## config.mk

```make
export PLATFORM = sky130hd
export DESIGN_NAME = trilinear_voxel_interpolator_unit
export DESIGN_NICKNAME = d
export VERILOG_FILES = /design/src/rtl/tvi_pkg.sv /design/src/rtl/trilinear_voxel_interpolator_unit.sv
export SDC_FILE = /design/constraint.sdc
export NUM_CORES = 2
export LEC_CHECK = 0
export BUFFER_PORTS_ARGS = -buffer_cell sky130_fd_sc_hd__buf_2
export CORE_MARGIN = 3
export CORE_UTILIZATION = 50
export DETAILED_ROUTE_END_ITERATION = 8
export PLACE_DENSITY = 0.7
export SYNTH_ARGS = -nofsm -noshare
export SYNTH_HDL_FRONTEND = slang
export SYNTH_SLANG_ARGS = --single-unit
```

## constraint.sdc

```tcl
create_clock -name clk -period 12.9 [get_ports clk]
set_input_delay 2.58 -clock clk [delete_from_list [all_inputs] [get_ports clk]]
set_output_delay 2.58 -clock clk [all_outputs]
set_load 0.1 [all_outputs]
```

## src/rtl/tvi_pkg.sv

```systemverilog
`default_nettype none

package tvi_pkg;

    // Field widths of the stream items
    localparam int POS_W       = 25;
    localparam int VOX_W       = 16;
    localparam int NUM_VOX     = 8;
    localparam int SIZE_W      = 16;

    // Packed stream widths, padded to whole bytes
    localparam int IN_TDATA_W  = 208;
    localparam int OUT_TDATA_W = 16;

    // Configuration port
    localparam int CFG_IDX_W   = 2;
    localparam int CFG_DATA_W  = 16;

    typedef logic [CFG_IDX_W-1:0] cfg_idx_t;

    localparam cfg_idx_t REG_VOLUME_WIDTH  = 2'd0;
    localparam cfg_idx_t REG_VOLUME_HEIGHT = 2'd1;
    localparam cfg_idx_t REG_VOLUME_DEPTH  = 2'd2;

endpackage

`default_nettype wire

```

## src/rtl/trilinear_voxel_interpolator_unit.sv

```systemverilog
// Trilinear voxel interpolator.
// Input stream (s_axis_*): one transfer carries a fixed-point sample position
// and the eight voxels of the cell around it. Output stream (m_axis_*): one
// transfer per input carries the interpolated intensity (tdata) and an
// out-of-range flag (tuser); intensity is zero when the flag is set.
// The cfg_* channel writes the volume width, height and depth (indexes 0, 1,
// 2); it is always ready and should be used only while the pipeline is empty.
// Throughput: one item per cycle while the receiver is ready. Each input
// transfer reaches output valid through four register stages: one per lerp
// level (x, y, z) plus the rounding and output register stage. The x
// level holds four sample-by-fraction multipliers, the y level two and
// the z level one. Reset clears all stage valid bits and sets each volume
// size to 1, so every sample reads out of range until the sizes are written.
// When the receiver stalls, each full stage holds its item while an empty
// stage keeps loading, so bubbles close up and no item is dropped or
// repeated; s_axis_tready falls once all four stages hold items.
`default_nettype none

module trilinear_voxel_interpolator_unit #(
    parameter int FRAC_BITS   = 8,
    parameter int SAMPLE_BITS = 16
) (
    input  wire logic                               clk,
    input  wire logic                               rst_n,
    // config write channel
    input  wire logic                               cfg_valid,
    output logic                                    cfg_ready,
    input  wire logic [tvi_pkg::CFG_IDX_W-1:0]      cfg_index,
    input  wire logic [tvi_pkg::CFG_DATA_W-1:0]     cfg_data,
    // input stream
    input  wire logic                               s_axis_tvalid,
    output logic                                    s_axis_tready,
    // from bit 0: pos_x[25], pos_y[25], pos_z[25], voxel_000, voxel_100,
    // voxel_010, voxel_110, voxel_001, voxel_101, voxel_011, voxel_111 [16 each],
    // zero pad[5]
    input  wire logic [tvi_pkg::IN_TDATA_W-1:0]     s_axis_tdata,
    // output stream
    output logic                                    m_axis_tvalid,
    input  wire logic                               m_axis_tready,
    // from bit 0: intensity[16]
    output logic [tvi_pkg::OUT_TDATA_W-1:0]         m_axis_tdata,
    // from bit 0: out_of_range[1]
    output logic                                    m_axis_tuser
);
    import tvi_pkg::*;

    localparam int F      = FRAC_BITS;
    localparam int SB     = SAMPLE_BITS;
    localparam int L1_W   = SB + F;
    localparam int L2_W   = SB + 2 * F;
    localparam int L3_W   = SB + 3 * F;
    localparam int BASE_W = POS_W - 1 - F;
    localparam logic [L3_W-1:0] HALF = {{(L3_W-1){1'b0}}, 1'b1} << (3 * F - 1);

    // ---------------------------------------------------------------
    // Configuration registers
    // ---------------------------------------------------------------
    logic [SIZE_W-1:0] vol_width_reg,  vol_width_next;
    logic [SIZE_W-1:0] vol_height_reg, vol_height_next;
    logic [SIZE_W-1:0] vol_depth_reg,  vol_depth_next;

    assign cfg_ready = 1'b1;

    // Decode the register write; unused indexes are dropped
    always_comb
    begin
        vol_width_next  = vol_width_reg;
        vol_height_next = vol_height_reg;
        vol_depth_next  = vol_depth_reg;
        if (cfg_valid && cfg_ready)
        begin
            unique case (cfg_index)
                REG_VOLUME_WIDTH:  vol_width_next  = cfg_data;
                REG_VOLUME_HEIGHT: vol_height_next = cfg_data;
                REG_VOLUME_DEPTH:  vol_depth_next  = cfg_data;
                default:           ;
            endcase
        end
    end

    always_ff @(posedge clk or negedge rst_n)
    begin
        if (!rst_n)
        begin
            vol_width_reg  <= SIZE_W'(1);
            vol_height_reg <= SIZE_W'(1);
            vol_depth_reg  <= SIZE_W'(1);
        end
        else
        begin
            vol_width_reg  <= vol_width_next;
            vol_height_reg <= vol_height_next;
            vol_depth_reg  <= vol_depth_next;
        end
    end

    // ---------------------------------------------------------------
    // Input unpack and range check
    // ---------------------------------------------------------------
    logic [POS_W-1:0]  pos   [3];
    logic [SIZE_W-1:0] vsize [3];
    logic [F-1:0]      frac  [3];
    logic [2:0]        axis_bad;
    logic [SB-1:0]     vox   [NUM_VOX];
    logic              oor_in;

    assign vsize[0] = vol_width_reg;
    assign vsize[1] = vol_height_reg;
    assign vsize[2] = vol_depth_reg;

    // Split each coordinate; flag a negative value or a far corner past the edge
    always_comb
    begin
        for (int a = 0; a < 3; a++)
        begin
            pos[a]  = s_axis_tdata[a*POS_W +: POS_W];
            frac[a] = pos[a][F-1:0];
            axis_bad[a] = pos[a][POS_W-1] ||
                (POS_W'(pos[a][POS_W-2:F]) + POS_W'(1) >= POS_W'(vsize[a]));
        end
        for (int v = 0; v < NUM_VOX; v++)
        begin
            vox[v] = s_axis_tdata[3*POS_W + v*VOX_W +: SB];
        end
    end

    assign oor_in = |axis_bad;

    // ---------------------------------------------------------------
    // Pipeline handshake: a stage loads when empty or when its successor loads
    // ---------------------------------------------------------------
    logic valid1_reg, valid1_next;
    logic valid2_reg, valid2_next;
    logic valid3_reg, valid3_next;
    logic valid4_reg, valid4_next;
    logic ready1, ready2, ready3, ready4;

    assign ready4 = !valid4_reg || m_axis_tready;
    assign ready3 = !valid3_reg || ready4;
    assign ready2 = !valid2_reg || ready3;
    assign ready1 = !valid1_reg || ready2;

    assign s_axis_tready = ready1;

    assign valid1_next = ready1 ? s_axis_tvalid : valid1_reg;
    assign valid2_next = ready2 ? valid1_reg    : valid2_reg;
    assign valid3_next = ready3 ? valid2_reg    : valid3_reg;
    assign valid4_next = ready4 ? valid3_reg    : valid4_reg;

    always_ff @(posedge clk or negedge rst_n)
    begin
        if (!rst_n)
        begin
            valid1_reg <= 1'b0;
            valid2_reg <= 1'b0;
            valid3_reg <= 1'b0;
            valid4_reg <= 1'b0;
        end
        else
        begin
            valid1_reg <= valid1_next;
            valid2_reg <= valid2_next;
            valid3_reg <= valid3_next;
            valid4_reg <= valid4_next;
        end
    end

    // ---------------------------------------------------------------
    // Stage 1: lerp along x. lerp = lo*2^F + (hi - lo)*f, exact modulo the
    // result width since the true value always fits
    // ---------------------------------------------------------------
    logic [L1_W-1:0] c1_reg [4];
    logic [L1_W-1:0] c1_next [4];
    logic [F-1:0]    fy1_reg, fy1_next;
    logic [F-1:0]    fz1_reg, fz1_next;
    logic            oor1_reg, oor1_next;

    always_comb
    begin
        for (int j = 0; j < 4; j++)
        begin
            c1_next[j] = (L1_W'(vox[2*j]) << F)
                       + (L1_W'(vox[2*j+1]) - L1_W'(vox[2*j])) * L1_W'(frac[0]);
        end
        fy1_next  = frac[1];
        fz1_next  = frac[2];
        oor1_next = oor_in;
    end

    always_ff @(posedge clk)
    begin
        if (ready1)
        begin
            for (int j = 0; j < 4; j++)
            begin
                c1_reg[j] <= c1_next[j];
            end
            fy1_reg  <= fy1_next;
            fz1_reg  <= fz1_next;
            oor1_reg <= oor1_next;
        end
    end

    // ---------------------------------------------------------------
    // Stage 2: lerp along y
    // ---------------------------------------------------------------
    logic [L2_W-1:0] c2_reg [2];
    logic [L2_W-1:0] c2_next [2];
    logic [F-1:0]    fz2_reg, fz2_next;
    logic            oor2_reg, oor2_next;

    always_comb
    begin
        for (int j = 0; j < 2; j++)
        begin
            c2_next[j] = (L2_W'(c1_reg[2*j]) << F)
                       + (L2_W'(c1_reg[2*j+1]) - L2_W'(c1_reg[2*j])) * L2_W'(fy1_reg);
        end
        fz2_next  = fz1_reg;
        oor2_next = oor1_reg;
    end

    always_ff @(posedge clk)
    begin
        if (ready2)
        begin
            for (int j = 0; j < 2; j++)
            begin
                c2_reg[j] <= c2_next[j];
            end
            fz2_reg  <= fz2_next;
            oor2_reg <= oor2_next;
        end
    end

    // ---------------------------------------------------------------
    // Stage 3: lerp along z
    // ---------------------------------------------------------------
    logic [L3_W-1:0] c3_reg, c3_next;
    logic            oor3_reg, oor3_next;

    assign c3_next = (L3_W'(c2_reg[0]) << F)
                   + (L3_W'(c2_reg[1]) - L3_W'(c2_reg[0])) * L3_W'(fz2_reg);
    assign oor3_next = oor2_reg;

    always_ff @(posedge clk)
    begin
        if (ready3)
        begin
            c3_reg   <= c3_next;
            oor3_reg <= oor3_next;
        end
    end

    // ---------------------------------------------------------------
    // Stage 4: round half up, zero out-of-range results, hold for the receiver
    // ---------------------------------------------------------------
    logic [L3_W-1:0]        rounded;
    logic [OUT_TDATA_W-1:0] intensity_reg, intensity_next;
    logic                   oor4_reg, oor4_next;

    assign rounded        = c3_reg + HALF;
    assign intensity_next = oor3_reg ? '0 : OUT_TDATA_W'(rounded[L3_W-1:3*F]);
    assign oor4_next      = oor3_reg;

    always_ff @(posedge clk)
    begin
        if (ready4)
        begin
            intensity_reg <= intensity_next;
            oor4_reg      <= oor4_next;
        end
    end

    assign m_axis_tvalid = valid4_reg;
    assign m_axis_tdata  = intensity_reg;
    assign m_axis_tuser  = oor4_reg;

    // BASE_W documents the integer part width used in the range compare
    if (BASE_W < 1)
    begin : g_bad_frac
        $error("FRAC_BITS leaves no integer bits");
    end

endmodule

`default_nettype wire
```

==> summary.log <==
[status] run status complete, no violations
[job] max_cap viols 0
[synth] mean instance size in the synthesized netlist 9.305 sq um
[worst_setup_path] worst setup path category input pin to flip-flop
[timing] setup repair after global routing missed its margin false
[timing] setup total negative slack 0 ns
[grt] total global routing overflow 0
[timing] highest clock frequency the design can meet 0.09696 GHz
[layout] fraction of layout cells with a size suffix above 1 6.072%
[grt] number of antenna violations at the first check in global routing 5
[hold_path] HP Class flip-flop to flip-flop
[synth] combined area of all synthesized cells 60090 sq um
[synth] post-synthesis cell count 6458
[worst_setup_path] Slowest-stage cell, CP sky130_fd_sc_hd__nor3_1
[layout] top library cells by usage in the layout, fill and taps aside 1428 x sky130_fd_sc_hd__inv_1, 1056 x sky130_fd_sc_hd__fa_1, 653 x sky130_fd_sc_hd__nand2_1
[die] Initial Utilization 50.62%
[detailed_routing] post-detailed-route count of antenna-violating nets 0
[worst_setup_path] biggest cell delay along the critical path 0.77 ns
[cts] maximum clock insertion buffer count 3
[cts] register clock-pin slew on the reported worst setup and hold paths 0.06 ns
[detailed_routing] routed vias 43.16k
[layout] Area growth, synth to finish 7.017%
[cts] Hold-fix buffers, CTS 0
[timing] time the final worst path needs with I/O delays and setup 10.31 ns
[timing] minimum setup slack in the final design 2.587 ns
[synth] number of warning messages in the yosys log 0
[detailed_routing] DRC violation count after routing 0
[cts] H-tree levels 2
[synth] number of distinct library cells after synthesis 83
[worst_setup_path] most common cell type on the critical path sky130_fd_sc_hd__fa_1
[timing] transition time of the tightest slew-check pin 1.069 ns
[layout] post-layout utilization of the core 54.17%
[layout] flip-flop count of the largest register, all copies and words added 96
[timing] Clock Skews 0.04041 ns
[synth] main flop type after synthesis sky130_fd_sc_hd__edfxtp_1
[timing] headroom to the max-slew limit 28.76%
[synth] sequential share of the synthesized area 13.22%
[die] die boundary width 352.7 microns
[grt] largest net degree at the start of global routing 75
[layout] final non-filler cell total 8256
[detailed_routing] average wire length per cell after detail routing 16.31 microns
[timing] crit share post-route 79.95%
[worst_setup_path] Arr. time, crit path 10.59 ns
[placed_design] dpl hpwl 110000 microns
[cts] clock tree from TritonCTS done
[die] area enclosed by the die boundary 124400 sq um
[synth] post-synthesis sequential element count 273
[die] Std-Cell Core Area 118700 sq um
[cts] number of gates resized after CTS 0
[placed_design] placer congestion estimate 0.8817
[worst_setup_path] critical path capture point type flip-flop
[layout] commonest non-fill, non-tap cell in the layout sky130_fd_sc_hd__inv_1
[worst_setup_path] type of origin of the critical path input pin
[detailed_routing] First DRT Iteration DRCs 2397
[worst_setup_path] register-to-register path setup slack 3.73 ns
[detailed_routing] vias per cell 5.228
[placed_design] number of port buffers 244
[cts] clock root buffer sky130_fd_sc_hd__clkbuf_16
[timing] Final Hold Vio Count 0
[die] FP Rows 126
[placed_design] number of placed instances, taps included 8190
[placed_design] minimum setup slack after placement 2.184 ns
[cts] Setup Fix Bufs, Post-CTS 0
[synth] Synthesized Nets 8350
[die] # IOs 251
[die] vertical die dimension 352.7 microns
[detailed_routing] routed wire length 134600 microns
[timing] max-slew violation total from the final report 0
[grt] via count of the first global-routing pass 46.21k
[synth] Async S/R FF share, synth 19.05%
[detailed_routing] number of search-and-repair iterations in the first detailed-routing pass 5
[layout] Nets 8520
[worst_setup_path] largest fanout on the critical path 8
[cts] source-to-sink clock delay at the later pin of the worst-skew pair 0.58 ns
[grt] wire length of the first global-routing pass 229000 microns
[cts] total number of clock tree sinks 273
[worst_setup_path] required time worst endpoint 13.17 ns
[synth] number of synthesized flops with an enable pin 221
[cts] cts bufs inserted 36
[grt] combined global-route utilization of all metal layers 22.19%
[timing] final number of setup-violating endpoints 0
-- worst max-delay path, delay by kind of cell --
kind	cells	cell delay, ns
xor+xnor	1	0.17
compound gates	12	2.77
simple gates	5	1.57
buf+inv	5	0.36
fa+ha+maj	7	3.14
-- metrics by stage --
stage | hold WS (ns) | instance area (sq um)
after CTS | 0.4233 | 64300
final | 0.4183 | 64310
after global routing | 0.4336 | 64300
after floorplan | 0.4003 | 60090
after detailed placement | 0.4114 | 63050
after global placement | 0.4024 | 63050
-- path summary, 6_finish.rpt --
| check | from | to | cells after the start |
|---|---|---|---|
| worst max-delay path | s_axis_tdata[108] | c1_reg[1][23] | 30 |
| worst min-delay path | fz1_reg[4] | fz2_reg[4] | 0 |
| worst max register to register | c1_reg[0][0] | c2_reg[0][31] | 28 |
| worst min register to register | fz1_reg[4] | fz2_reg[4] | 0 |
| max in group asynchronous | rst_n | vol_depth_reg[2] | 2 |
| min in group asynchronous | rst_n | vol_depth_reg[6] | 2 |
-- cell families (layout without fill, tap and decap cells) --
kind of cell	after synthesis	count (layout)	share of synthesized area (%)
AO/OA/AOI/OAI	635	635	7.090
XOR/XNOR	356	356	5.189
adder cells (fa/ha/maj)	1661	1661	47.78
buffers and inverters	1579	1775	9.874
flip-flops	273	273	13.22
multiplexers	34	34	0.6351
other	1	3	0.006241
AND/OR/NAND/NOR	1919	1919	16.21
-- synthesized netlist by cell type (all sizes together), types with 19 or more instances --
| master | count | area (sq um) |
|---|---|---|
| xnor2 | 276 | 2417 |
| nor3 | 66 | 330.3 |
| o21a | 67 | 503.0 |
| o21bai | 20 | 150.1 |
| mux2 | 33 | 371.6 |
| nand4 | 27 | 168.9 |
| inv | 1428 | 5360 |
| clkbuf | 146 | 548.0 |
| o211ai | 19 | 147.6 |
| fa | 1056 | 21140 |
| ha | 605 | 7570 |
| a211oi | 30 | 230.2 |
| or3 | 29 | 181.4 |
| and2 | 593 | 3710 |
| nor2b | 115 | 719.4 |
| a31oi | 24 | 150.1 |
| nor2 | 205 | 769.5 |
| a21o | 65 | 488.0 |
| dfrtp | 49 | 1226 |
| and3 | 36 | 225.2 |
| nand3b | 25 | 187.7 |
| o21ai | 123 | 619.3 |
| nand3 | 91 | 455.4 |
| nand2b | 38 | 237.7 |
| a21oi | 157 | 785.8 |
| nand2 | 653 | 2451 |
| edfxtp | 221 | 6636 |
| xor2 | 80 | 700.7 |
-- layer usage --
metal | part of all wire, % | up-vias | wire [microns] | GRT usage [%]
li1 | - | 20380 | - | -
met1 | 44 | 21640 | 59820 | 30.23
met2 | 49 | 986 | 65890 | 38.70
met3 | 4.7 | 157 | 6381 | 2.094
met4 | 1.9 | 0 | 2557 | 4.455
met5 | 0 | - | 0 | 0
-- area by class of cell --
class / count / area (sq um)
timing repair buffer: 283 / 1514
tap: 1600 / 2002
clock buffer: 44 / 993.5
fill: 10710 / 54410
clock inverter: 20 / 257.7
multi-input combinational: 4606 / 46230
inverter: 1428 / 5360
antenna: 2 / 5.005
sequential: 273 / 7941
Power is not shown: default switching activity piles up to over one toggle a cycle in this logic, so the estimate is an artifact.
